**src/sv/round_robin_delay_task_scheduler_core_assert.svh**
```systemverilog
// Assertion macros for the round-robin delay task scheduler.
`ifndef ROUND_ROBIN_DELAY_TASK_SCHEDULER_CORE_ASSERT_SVH
`define ROUND_ROBIN_DELAY_TASK_SCHEDULER_CORE_ASSERT_SVH

`ifndef SYNTHESIS
// ante true at an edge implies cons at the next edge
`define RRDS_ASSERT_NEXT(lbl, clk, rst, ante, cons) \
   lbl: assert property (@(posedge clk) disable iff (rst) (ante) |=> (cons)) \
      else $error("%m: assertion failed");
// ante true implies cons in the same cycle
`define RRDS_ASSERT_SAME(lbl, clk, rst, ante, cons) \
   lbl: assert property (@(posedge clk) disable iff (rst) (ante) |-> (cons)) \
      else $error("%m: assertion failed");
`else
`define RRDS_ASSERT_NEXT(lbl, clk, rst, ante, cons)
`define RRDS_ASSERT_SAME(lbl, clk, rst, ante, cons)
`endif

`endif

```
**src/sv/rrds_pkg.sv**
```systemverilog
// Shared constants and types for the round-robin delay task scheduler.
package rrds_pkg;

   localparam int TASK_COUNT = 4;
   localparam int IDX_W      = (TASK_COUNT > 1) ? $clog2(TASK_COUNT) : 1;
   localparam int TICK_W     = 32;
   localparam int DELAY_W    = 32;
   localparam int SEL_W      = 2;
   localparam int MASK_W     = 4;

   localparam logic [IDX_W-1:0] LAST_TASK = IDX_W'(TASK_COUNT - 1);

   // task table operations
   typedef logic [1:0] tbl_op_type;
   localparam tbl_op_type TBL_NOP   = 2'd0;
   localparam tbl_op_type TBL_BLOCK = 2'd1;
   localparam tbl_op_type TBL_WAKE  = 2'd2;

   typedef struct packed {
      tbl_op_type         op;
      logic [IDX_W-1:0]   idx;
      logic [TICK_W-1:0]  wake_val;
   } tbl_ctrl_type;

endpackage

```
**src/sv/rrds_if.sv**
```systemverilog
// Valid/ready channel interfaces for scheduler events and results.
interface rrds_req_if;
   import rrds_pkg::*;

   logic               valid;
   logic               ready;
   logic               mode;
   logic [DELAY_W-1:0] delay_ticks;

   modport source (output valid, output mode, output delay_ticks, input ready);
   modport sink   (input valid, input mode, input delay_ticks, output ready);
endinterface

interface rrds_rsp_if;
   import rrds_pkg::*;

   logic              valid;
   logic              ready;
   logic [SEL_W-1:0]  selected_task;
   logic [TICK_W-1:0] tick_now;
   logic [MASK_W-1:0] ready_mask;

   modport source (output valid, output selected_task, output tick_now,
                   output ready_mask, input ready);
   modport sink   (input valid, input selected_task, input tick_now,
                   input ready_mask, output ready);
endinterface

```
**src/sv/rrds_task_table.sv**
```systemverilog
// Per-task blocked flags and wake times with one shared wake-time comparator.
module rrds_task_table (
   input  logic                              clock,
   input  logic                              reset,
   input  rrds_pkg::tbl_ctrl_type            ctrl,
   input  logic [rrds_pkg::TICK_W-1:0]       tick_now,
   output logic [rrds_pkg::TASK_COUNT-1:0]   blocked
);
   import rrds_pkg::*;

   logic [TICK_W-1:0]     wake_time_ff [TASK_COUNT];
   logic [TASK_COUNT-1:0] blocked_ff;
   logic [TASK_COUNT-1:0] blocked_in;
   logic                  due;

   // the one comparator, pointed at one task per cycle
   assign due = (tick_now >= wake_time_ff[ctrl.idx]);

   always_comb begin
      blocked_in = blocked_ff;
      case (ctrl.op)
         TBL_BLOCK: blocked_in[ctrl.idx] = 1'b1;
         TBL_WAKE: begin
            if (blocked_ff[ctrl.idx] && due) begin
               blocked_in[ctrl.idx] = 1'b0;
            end
         end
         default: blocked_in = blocked_ff;
      endcase
   end

   always_ff @(posedge clock) begin
      if (reset) begin
         blocked_ff <= '0;
      end else begin
         blocked_ff <= blocked_in;
      end
   end

   // wake times need no reset: read only once the task was blocked
   always_ff @(posedge clock) begin
      if (ctrl.op == TBL_BLOCK) begin
         wake_time_ff[ctrl.idx] <= ctrl.wake_val;
      end
   end

   assign blocked = blocked_ff;

endmodule

```
**src/sv/round_robin_delay_task_scheduler_core.sv**
```systemverilog
// Top level of the round-robin task scheduler with tick-based delays.
//
//  channel  | dir | payload                                  | transfer when
//  ---------+-----+------------------------------------------+----------------
//  req_bus  | in  | mode, delay_ticks                        | valid && ready
//  rsp_bus  | out | selected_task, tick_now, ready_mask      | valid && ready
//
// Tick event: accept in idle, a wake pass over every task, a scan of up to
// TASK_COUNT candidates, then the result state. A delay event skips the
// wake pass. Both loops run one task per cycle through the task table's
// single comparator and the scan pointer.
// Synchronous active-high reset: tick count 0, task 0 running, all ready.
// req ready is high only in idle; a finished result waits in the output
// register, so the next event is taken while rsp_bus is stalled.
`include "round_robin_delay_task_scheduler_core_assert.svh"

module round_robin_delay_task_scheduler_core (
   input  logic          clock,
   input  logic          reset,
   rrds_req_if.sink      req_bus,
   rrds_rsp_if.source    rsp_bus
);
   import rrds_pkg::*;

   // sequencer states
   localparam logic [1:0] ST_IDLE = 2'd0;
   localparam logic [1:0] ST_WAKE = 2'd1;
   localparam logic [1:0] ST_SCAN = 2'd2;
   localparam logic [1:0] ST_DONE = 2'd3;

   logic [1:0]            state_ff, state_in;
   logic [IDX_W-1:0]      cnt_ff, cnt_in;         // step counter of both loops
   logic [IDX_W-1:0]      cand_ff, cand_in;       // scan candidate
   logic [IDX_W-1:0]      running_ff, running_in;
   logic [TICK_W-1:0]     tick_ff, tick_in;

   logic                  rsp_valid_ff, rsp_valid_in;
   logic [SEL_W-1:0]      rsp_sel_ff, rsp_sel_in;
   logic [TICK_W-1:0]     rsp_tick_ff, rsp_tick_in;
   logic [MASK_W-1:0]     rsp_mask_ff, rsp_mask_in;

   logic                  req_fire;
   logic [TICK_W-1:0]     addend;
   logic [TICK_W-1:0]     sum;
   tbl_ctrl_type          tbl_ctrl;
   logic [TASK_COUNT-1:0] blocked;

   function automatic logic [IDX_W-1:0] next_slot(input logic [IDX_W-1:0] v);
      next_slot = (v == LAST_TASK) ? '0 : v + 1'b1;
   endfunction

   assign req_bus.ready = (state_ff == ST_IDLE);
   assign req_fire      = req_bus.valid && req_bus.ready;

   // single adder: tick + 1 for a tick, tick + delay for a delay request
   assign addend = req_bus.mode ? req_bus.delay_ticks : TICK_W'(1);
   assign sum    = tick_ff + addend;

   rrds_task_table u_table (
      .clock    (clock),
      .reset    (reset),
      .ctrl     (tbl_ctrl),
      .tick_now (tick_ff),
      .blocked  (blocked)
   );

   always_comb begin
      state_in          = state_ff;
      cnt_in            = cnt_ff;
      cand_in           = cand_ff;
      running_in        = running_ff;
      tick_in           = tick_ff;
      tbl_ctrl.op       = TBL_NOP;
      tbl_ctrl.idx      = cnt_ff;
      tbl_ctrl.wake_val = sum;
      rsp_valid_in      = rsp_valid_ff && !rsp_bus.ready;
      rsp_sel_in        = rsp_sel_ff;
      rsp_tick_in       = rsp_tick_ff;
      rsp_mask_in       = rsp_mask_ff;

      case (state_ff)
         ST_IDLE: begin
            if (req_fire) begin
               cnt_in = '0;
               if (!req_bus.mode) begin
                  tick_in  = sum;
                  state_in = ST_WAKE;
               end else begin
                  // block the running task; no wake pass for a delay
                  tbl_ctrl.op  = TBL_BLOCK;
                  tbl_ctrl.idx = running_ff;
                  cand_in      = next_slot(running_ff);
                  state_in     = ST_SCAN;
               end
            end
         end
         ST_WAKE: begin
            // tick_ff already holds the new count here
            tbl_ctrl.op = TBL_WAKE;
            if (cnt_ff == LAST_TASK) begin
               cnt_in   = '0;
               cand_in  = next_slot(running_ff);
               state_in = ST_SCAN;
            end else begin
               cnt_in = cnt_ff + 1'b1;
            end
         end
         ST_SCAN: begin
            // scan ends on the running task itself; all blocked keeps it
            if (!blocked[cand_ff]) begin
               running_in = cand_ff;
               state_in   = ST_DONE;
            end else if (cnt_ff == LAST_TASK) begin
               state_in = ST_DONE;
            end else begin
               cand_in = next_slot(cand_ff);
               cnt_in  = cnt_ff + 1'b1;
            end
         end
         ST_DONE: begin
            if (!rsp_valid_ff || rsp_bus.ready) begin
               rsp_valid_in = 1'b1;
               rsp_sel_in   = SEL_W'(running_ff);
               rsp_tick_in  = tick_ff;
               rsp_mask_in  = MASK_W'(~blocked);
               state_in     = ST_IDLE;
            end
         end
         default: state_in = ST_IDLE;
      endcase
   end

   always_ff @(posedge clock) begin
      if (reset) begin
         state_ff     <= ST_IDLE;
         cnt_ff       <= '0;
         cand_ff      <= '0;
         running_ff   <= '0;
         tick_ff      <= '0;
         rsp_valid_ff <= 1'b0;
      end else begin
         state_ff     <= state_in;
         cnt_ff       <= cnt_in;
         cand_ff      <= cand_in;
         running_ff   <= running_in;
         tick_ff      <= tick_in;
         rsp_valid_ff <= rsp_valid_in;
      end
   end

   always_ff @(posedge clock) begin
      rsp_sel_ff  <= rsp_sel_in;
      rsp_tick_ff <= rsp_tick_in;
      rsp_mask_ff <= rsp_mask_in;
   end

   assign rsp_bus.valid         = rsp_valid_ff;
   assign rsp_bus.selected_task = rsp_sel_ff;
   assign rsp_bus.tick_now      = rsp_tick_ff;
   assign rsp_bus.ready_mask    = rsp_mask_ff;

   // an accepted event always starts the sequencer
   `RRDS_ASSERT_NEXT(a_fire_leaves_idle, clock, reset, req_fire, state_ff != ST_IDLE)
   // a tick event bumps the count by exactly one
   `RRDS_ASSERT_NEXT(a_tick_incr, clock, reset, req_fire && !req_bus.mode,
      tick_ff == $past(tick_ff) + TICK_W'(1))
   // the running task only moves at the end of a scan
   `RRDS_ASSERT_NEXT(a_running_hold, clock, reset, state_ff != ST_SCAN,
      running_ff == $past(running_ff))
   // a finished event is posted to the output register and the block goes idle
   `RRDS_ASSERT_NEXT(a_done_posts, clock, reset,
      state_ff == ST_DONE && (!rsp_valid_ff || rsp_bus.ready),
      rsp_valid_ff && state_ff == ST_IDLE)

endmodule
```
**src/flat_wrapper.sv**
```systemverilog
// flat-port wrapper written by rule: the top's interface ports become plain ports
module round_robin_delay_task_scheduler_core_flat import rrds_pkg::*;
  (clock, reset, req_bus_valid, req_bus_mode, req_bus_delay_ticks, req_bus_ready, rsp_bus_valid, rsp_bus_selected_task, rsp_bus_tick_now, rsp_bus_ready_mask, rsp_bus_ready);
  rrds_req_if req_bus_i ();
  rrds_rsp_if rsp_bus_i ();
  input  logic clock;
  input  logic reset;
  input wire logic [$bits(req_bus_i.valid)-1:0] req_bus_valid;
  input wire logic [$bits(req_bus_i.mode)-1:0] req_bus_mode;
  input wire logic [$bits(req_bus_i.delay_ticks)-1:0] req_bus_delay_ticks;
  output wire logic [$bits(req_bus_i.ready)-1:0] req_bus_ready;
  output wire logic [$bits(rsp_bus_i.valid)-1:0] rsp_bus_valid;
  output wire logic [$bits(rsp_bus_i.selected_task)-1:0] rsp_bus_selected_task;
  output wire logic [$bits(rsp_bus_i.tick_now)-1:0] rsp_bus_tick_now;
  output wire logic [$bits(rsp_bus_i.ready_mask)-1:0] rsp_bus_ready_mask;
  input wire logic [$bits(rsp_bus_i.ready)-1:0] rsp_bus_ready;
  assign req_bus_i.valid = req_bus_valid;
  assign req_bus_i.mode = req_bus_mode;
  assign req_bus_i.delay_ticks = req_bus_delay_ticks;
  assign req_bus_ready = req_bus_i.ready;
  assign rsp_bus_valid = rsp_bus_i.valid;
  assign rsp_bus_selected_task = rsp_bus_i.selected_task;
  assign rsp_bus_tick_now = rsp_bus_i.tick_now;
  assign rsp_bus_ready_mask = rsp_bus_i.ready_mask;
  assign rsp_bus_i.ready = rsp_bus_ready;
  round_robin_delay_task_scheduler_core u_core (.clock(clock), .reset(reset), .req_bus(req_bus_i), .rsp_bus(rsp_bus_i));
endmodule
```
**config.mk**
```make
export PLATFORM = sky130hd
export DESIGN_NAME = round_robin_delay_task_scheduler_core_flat
export DESIGN_NICKNAME = d
export VERILOG_FILES = /design/src/sv/rrds_pkg.sv /design/src/sv/rrds_if.sv /design/src/sv/rrds_task_table.sv /design/src/sv/round_robin_delay_task_scheduler_core.sv /design/src/flat_wrapper.sv
export VERILOG_INCLUDE_DIRS = /design/src /design/src/sv
export SDC_FILE = /design/constraint.sdc
export NUM_CORES = 1
export LEC_CHECK = 0
export ABC_CLOCK_PERIOD_IN_PS = 5800
export BUFFER_PORTS_ARGS = -buffer_cell sky130_fd_sc_hd__buf_2
export CAP_MARGIN = 20
export CELL_PAD_IN_SITES_DETAIL_PLACEMENT = 1
export CELL_PAD_IN_SITES_GLOBAL_PLACEMENT = 2
export CORE_UTILIZATION = 40
export DETAILED_ROUTE_END_ITERATION = 12
export GPL_TIMING_DRIVEN = 0
export PLACE_DENSITY = 0.89
export SYNTH_ARGS = -nofsm -noshare
export SYNTH_HDL_FRONTEND = slang
export SYNTH_SLANG_ARGS = --single-unit
```
**constraint.sdc**
```tcl
create_clock -name clock -period 5.8 [get_ports clock]
set_input_delay 0.29 -clock clock [delete_from_list [all_inputs] [get_ports clock]]
set_output_delay 0.29 -clock clock [all_outputs]
set_load 0.01 [all_outputs]
```
# Word-level counts from Yosys, hierarchy flattened
# Memory sizes are Yosys's and may differ from the RTL's.
# Index checks and enable logic that the tools add are counted.
[classes]
n_addsub = 4
n_lt_le_gt_ge = 4
n_eq_ne = 16
n_mux = 37
bitwise = 6
reduce_logical = 17
[op_table]
columns = ["cell", "n"]
rows = [
  ["$mux 2", 18],
  ["$add 32x32->32", 1],
  ["$ge 32x32->1", 1],
  ["$mux 32", 1],
  ["$eq 2x2->1 const B", 6],
  ["$pmux 2 s3", 2],
  ["$mux 4", 2],
  ["$ne 2x2->1 const B", 4],
  ["$not 4->4", 2],
  ["$pmux 2 s4", 1],
  ["$pmux 4 s2", 1],
  ["$reduce_and 4->1", 2],
  ["$mux 1", 7],
  ["$add 2x1->2 const B", 3],
  ["$lt 2x3->1 const B", 2],
  ["$ne 2x1->1 const B", 3],
  ["$reduce_and 2->1", 3],
  ["$reduce_and 6->1", 1],
  ["$and 4x4->4", 1],
  ["$bmux 1 s2", 2],
  ["$eq 2x1->1 const B", 2],
  ["$logic_and 1x1->1", 4],
  ["$or 4x4->4", 1],
  ["$pmux 2 s2", 1],
  ["other kinds (11)", 13],
]
[totals]
reg_bits = 83
mem_bits_rw = 128
in_bits = 37
out_inout_bits = 40
word_cells = 95
memories = 1
[memory_table]
columns = ["memory", "words", "width", "rd", "rd_clocked_by_memory_dff", "wr", "line_no", "source"]
rows = [
  ["u_core.u_table.wake_time_ff", 4, 32, 1, 0, 1, "rrds_task_table.sv:11", "logic [TICK_W-1:0] wake_time_ff [TASK_COUNT];"],
]

# Depth between registers and ports, before layout
[depth]
word_depth = 12
ltp_mapped = 17
ltp_nobuf = 16

# Modules after synthesis
# A second synthesis with hierarchy kept.
[unflattened]
cells_unflattened = 869
hier_area_um2 = 10765.3
[modules_own_cells]
columns = ["module", "n_inst", "cells_each", "area_per_inst_um2", "seq_area_each_um2"]
rows = [
  ["rrds_task_table", 1, 302, 5649.2, 3923.8],
  ["round_robin_delay_task_scheduler_core", 1, 567, 5116.2, 1961.9],
]

# Least setup slack after synthesis
# OpenSTA, ideal clock, no wires.
[synth_timing]
path_type = "reg2reg"
start = "register u_core.state_ff[0]"
end = "memory u_core.u_table.wake_time_ff[1][0], enable pin"
setup_ns = 0.461
t_arrival_ns = 3.788
t_required_ns = 5.339
path_slack_ns = 1.551
stages_incl_launch_ff = 7
n_path_buf = 1
synth_period_minus_slack_ns = 4.249
cell_sequence = "dfxtp_1 -> inv_1 -> ha_1 -> nand3_1 -> mux2_2 -> clkbuf_1 -> nor3_1"
[synth_via]
elab_chain_len = 7
word_cells_on_any_way = 9
cone_classes = "eq/ne: 2; mux: 5; reduce/logical: 2"
[synth_lines]
columns = ["element", "line_no", "source"]
rows = [
  ["start: declaration", "round_robin_delay_task_scheduler_core.sv:31", "logic [1:0] state_ff, state_in;"],
  ["start signal: assignment", "round_robin_delay_task_scheduler_core.sv:142", "state_ff <= state_in;"],
  ["$logic_not 2->1 *", "round_robin_delay_task_scheduler_core.sv:52", "assign req_bus.ready = (state_ff == ST_IDLE);"],
  ["via req_bus_ready", "flat_wrapper.sv:11", "output wire logic [$bits(req_bus_i.ready)-1:0] req_bus_ready;"],
  ["$logic_and 1x1->1", "round_robin_delay_task_scheduler_core.sv:53", "assign req_fire = req_bus.valid && req_bus.ready;"],
  ["$mux 4", "round_robin_delay_task_scheduler_core.sv:83", "if (req_fire) begin"],
  ["$pmux 2 s2", "round_robin_delay_task_scheduler_core.sv:81", "case (state_ff)"],
  ["$eq 2x1->1", "rrds_task_table.sv:42", "if (ctrl.op == TBL_BLOCK) begin"],
  ["$mux 1", "rrds_task_table.sv:42", ""],
  ["$mux 1 (implied by the code)", "rrds_task_table.sv:43", "wake_time_ff[ctrl.idx] <= ctrl.wake_val;"],
  ["end: declaration", "rrds_task_table.sv:11", ""],
]
# Mark *: on every way through the listed nets, which the timed path passes. The rest lies on a longest branch.

==> flow_summary.json <==
{
  "status": "complete, no violations",
  "post_cts_buffers": 0,
  "end_kind": "flop",
  "die_y_um": 165,
  "totalPowerFinal_mw": 4.38,
  "drt-vias-per-instance": 5.62,
  "seq_power_share_pct": 42.8,
  "netlist_instances": 1011,
  "p_clk_share_pct": 35.1,
  "clock.fmax_ghz": 0.191,
  "place_area_um2": 11600,
  "ys_seq_area_share_pct": 55.5,
  "globalplace.congestion": 0.836,
  "num_vias": 8283,
  "internal_power_mw": 3.05,
  "cts.sinks": 211,
  "hp-start": "rsp_bus_ready",
  "finalHoldViolCount": 0,
  "grt_max_degree": 23,
  "rr_startpoint": "u_core.state_ff[0]",
  "dieArea_um2": 27200,
  "finalSetupViolCount": 0,
  "overflow": 0,
  "nFillCells": 2904,
  "synthDistinctLibCells": 60,
  "rrSetupSlack_ns": 0.57,
  "numCtsBuffers": 24,
  "fin_crit_ns": 5.23,
  "period_share_pct": 90.2,
  "startpoint": "u_core.state_ff[0]",
  "tns_ns": 0,
  "syn-cell-area_um2": 10600,
  "syn_nets": 1121,
  "postRouteAntennaNets": 0,
  "hold_buffers": 0,
  "insertion_delay_ns": 0.52,
  "hpwl_um": 23400,
  "avgSynthCellArea_um2": 10.5,
  "antenna_cells": 0,
  "p_sw_share_pct": 30.5,
  "ir_drop_v": 0.000190,
  "grt_pass1_wl_um": 49700,
  "areaGrowthSynthToFinish_pct": 16.7,
  "comb_power_share_pct": 22.2,
  "nets": 1231,
  "initial_core_util_pct": 40.7,
  "wirelength_um": 32600,
  "worstPathArrival_ns": 5.68,
  "postSynth.asyncResetShare_pct": 0,
  "finalClockSkew_ns": 0.0177,
  "h-tree-depth": 1,
  "slew_violations": 0,
  "antenna_found_initial": 0,
  "synth_ff_type": "edfxtp_1",
  "p_sw_mw": 1.34,
  "top_level_ports": 77,
  "max_slew.worst_pin.slew_ns": 0.936,
  "final_cell_area_um2": 12400,
  "drtIter0Drc": 527,
  "maxSlewHeadroom_pct": 37.6,
  "dr.pass1.iters": 5,
  "grt_usage_pct": 24.7,
  "rows": 59,
  "wire_per_inst_um": 22.2,
  "rsz0062_at_grt": "no",
  "cts_tree": "built",
  "clockRootBuffer": "clkbuf_16",
  "synth-seq-cells": 211,
  "required_ns": 6.25,
  "p_leak_nw": 4.96,
  "rr_worst_depth": 17,
  "crit_fanout": 10,
  "die_x_um": 165,
  "clock_path_buffers": 3,
  "numPortBuffers": 75,
  "hold_class": "in2reg",
  "startpoint_type": "flop",
  "drive_above_1_share_pct": 12.4,
  "post_cts_resized": 0,
  "core-area_um2": 26100,
  "yosysWarnings": 0,
  "max-cap-violations": 0,
  "grt_pass1_vias": 8526,
  "drc_errors": 0,
  "synth_edf_count": 166,
  "power_per_cell_area_nw_per_um2": 354,
  "clkTransAtPathRegs_ns": 0.06,
  "path_class": "reg2reg"
}
## worst max-delay path, cell delays in order (launching register included)
cell and delay [ns]:
dfxtp_1 0.40, inv_1 0.13, ha_1 0.27, nand3_1 0.23
mux2i_1 0.49, clkbuf_1 0.51, buf_1 0.72, nand2_1 0.12
nand3_1 0.11, o21ai_0 0.12, ha_1 0.34, a21o_1 0.20
a21o_1 0.18, a21oi_1 0.24, o21ai_0 0.14, a21o_1 0.20
a22oi_1 0.50, o311a_1 0.24
## per-layer routing
layer	wire length [um]	track usage, %	part of all wire [%]
met1	14300	32.6	44
met2	15900	42.7	49
met3	1660	2.56	5.1
met4	797	7.17	2.4
met5	0	0	0
## final cells by class
cell class / instances / area (um^2) / share of cell area (%)
Timing Repair Buffer: 84 / 522 / 4.22
Tap cell: 335 / 419 / 3.39
Clock buffer: 32 / 682 / 5.51
Multi-Input combinational cell: 729 / 4480 / 36.2
Inverter: 22 / 82.6 / 0.667
Buffer: 49 / 185 / 1.50
Sequential cell: 211 / 5890 / 47.6
Clock inverter: 11 / 115 / 0.930
## registers in the layout, summed over array words and instances (netlist names), named ones only
name,cells
u_core.cand_ff,2
u_core.u_table.wake_time_ff,128
u_core.cnt_ff,2
u_core.rsp_bus.tick_now,32
u_core.rsp_bus.selected_task,2
u_core.running_ff,2
u_core.rsp_bus.valid,1
u_core.tick_ff,32
u_core.rsp_bus.ready_mask,4
u_core.state_ff,2
## power by group through the flow
stage	registers (mW)	clock network, mW	logic, mW
after floorplan	1.90	0	0.596
after detailed placement	1.91	0	0.965
after global placement	1.91	0	0.908
after global routing	1.88	1.62	1.07
after CTS	1.87	1.56	0.975
final	1.87	1.54	0.972
## layout by cell type, fill, tap and decap left out, types with 25 or more instances in the layout
cell,count
nand3_1,52
and2_1,32
nand2_1,224
edfxtp_1,166
a21o_1,25
ha_1,72
clkbuf_1,50
nor2_1,34
clkbuf_16,25
dfxtp_1,45
buf_2,76
a21oi_1,71
o21ai_0,53
## stage by stage
stage | hold WS, ns | worst slack (ns) | instances | util (%)
3_5_place_dp | 0.483 | 0.270 | 1430 | 44.4
3_3_place_gp | 0.478 | -1.45 | 1421 | 43.7
2_1_floorplan | 0.443 | 1.55 | 1011 | -
6_report | 0.126 | 0.567 | 1473 | 47.5
5_1_grt | 0.166 | 0.371 | 1473 | 47.5
4_1_cts | 0.112 | 0.657 | 1473 | 47.5
## synthesized netlist by cell type, drive strengths merged, types with 3 or more instances
| master | number | area share, % |
|---|---|---|
| o21a | 7 | 0.50 |
| o21ai | 54 | 2.6 |
| nor2b | 11 | 0.65 |
| mux2i | 6 | 0.57 |
| o41ai | 3 | 0.32 |
| o211ai | 8 | 0.61 |
| nand4 | 14 | 0.83 |
| nand2b | 7 | 0.41 |
| or4 | 4 | 0.28 |
| nand3 | 52 | 2.5 |
| nor2 | 36 | 1.3 |
| nor4 | 4 | 0.24 |
| a31oi | 7 | 0.41 |
| nand2 | 224 | 7.9 |
| or3 | 5 | 0.29 |
| xnor2 | 21 | 1.7 |
| clkbuf | 46 | 1.6 |
| o21bai | 3 | 0.21 |
| xor2 | 8 | 0.66 |
| a211oi | 12 | 0.97 |
| a21oi | 71 | 3.4 |
| or2 | 3 | 0.18 |
| and2 | 33 | 1.9 |
| a21o | 25 | 1.8 |
| nor3 | 6 | 0.28 |
| buf | 3 | 0.12 |
| dfxtp | 45 | 8.5 |
| edfxtp | 166 | 47 |
| ha | 72 | 8.5 |
| inv | 22 | 0.78 |
| and3 | 4 | 0.24 |
## worst min-delay path by stage
stage / to / slack, ns / cells past startpoint
floorplan: u_core.rsp_bus.ready_mask[1] / 0.44 / 1
global placement: u_core.rsp_bus.ready_mask[0] / 0.48 / 1
CTS: u_core.rsp_bus.valid / 0.11 / 4
finish: u_core.rsp_bus.valid / 0.13 / 4
detailed placement: u_core.rsp_bus.ready_mask[3] / 0.48 / 1
global route: u_core.rsp_bus.valid / 0.17 / 4
## kinds of logic (layout without fill, tap and decap cells)
| kind of cell | Yosys count | after routing | share of synthesized area (%) |
|---|---|---|---|
| compound gates | 215 | 215 | 12.9 |
| xor+xnor | 29 | 29 | 2.40 |
| fa+ha+maj | 73 | 73 | 8.68 |
| buf+inv | 71 | 198 | 2.52 |
| flops | 211 | 211 | 55.5 |
| mux | 8 | 8 | 0.885 |
| simple gates | 404 | 404 | 17.1 |
Note: power is estimated with default switching activity, not from simulation.
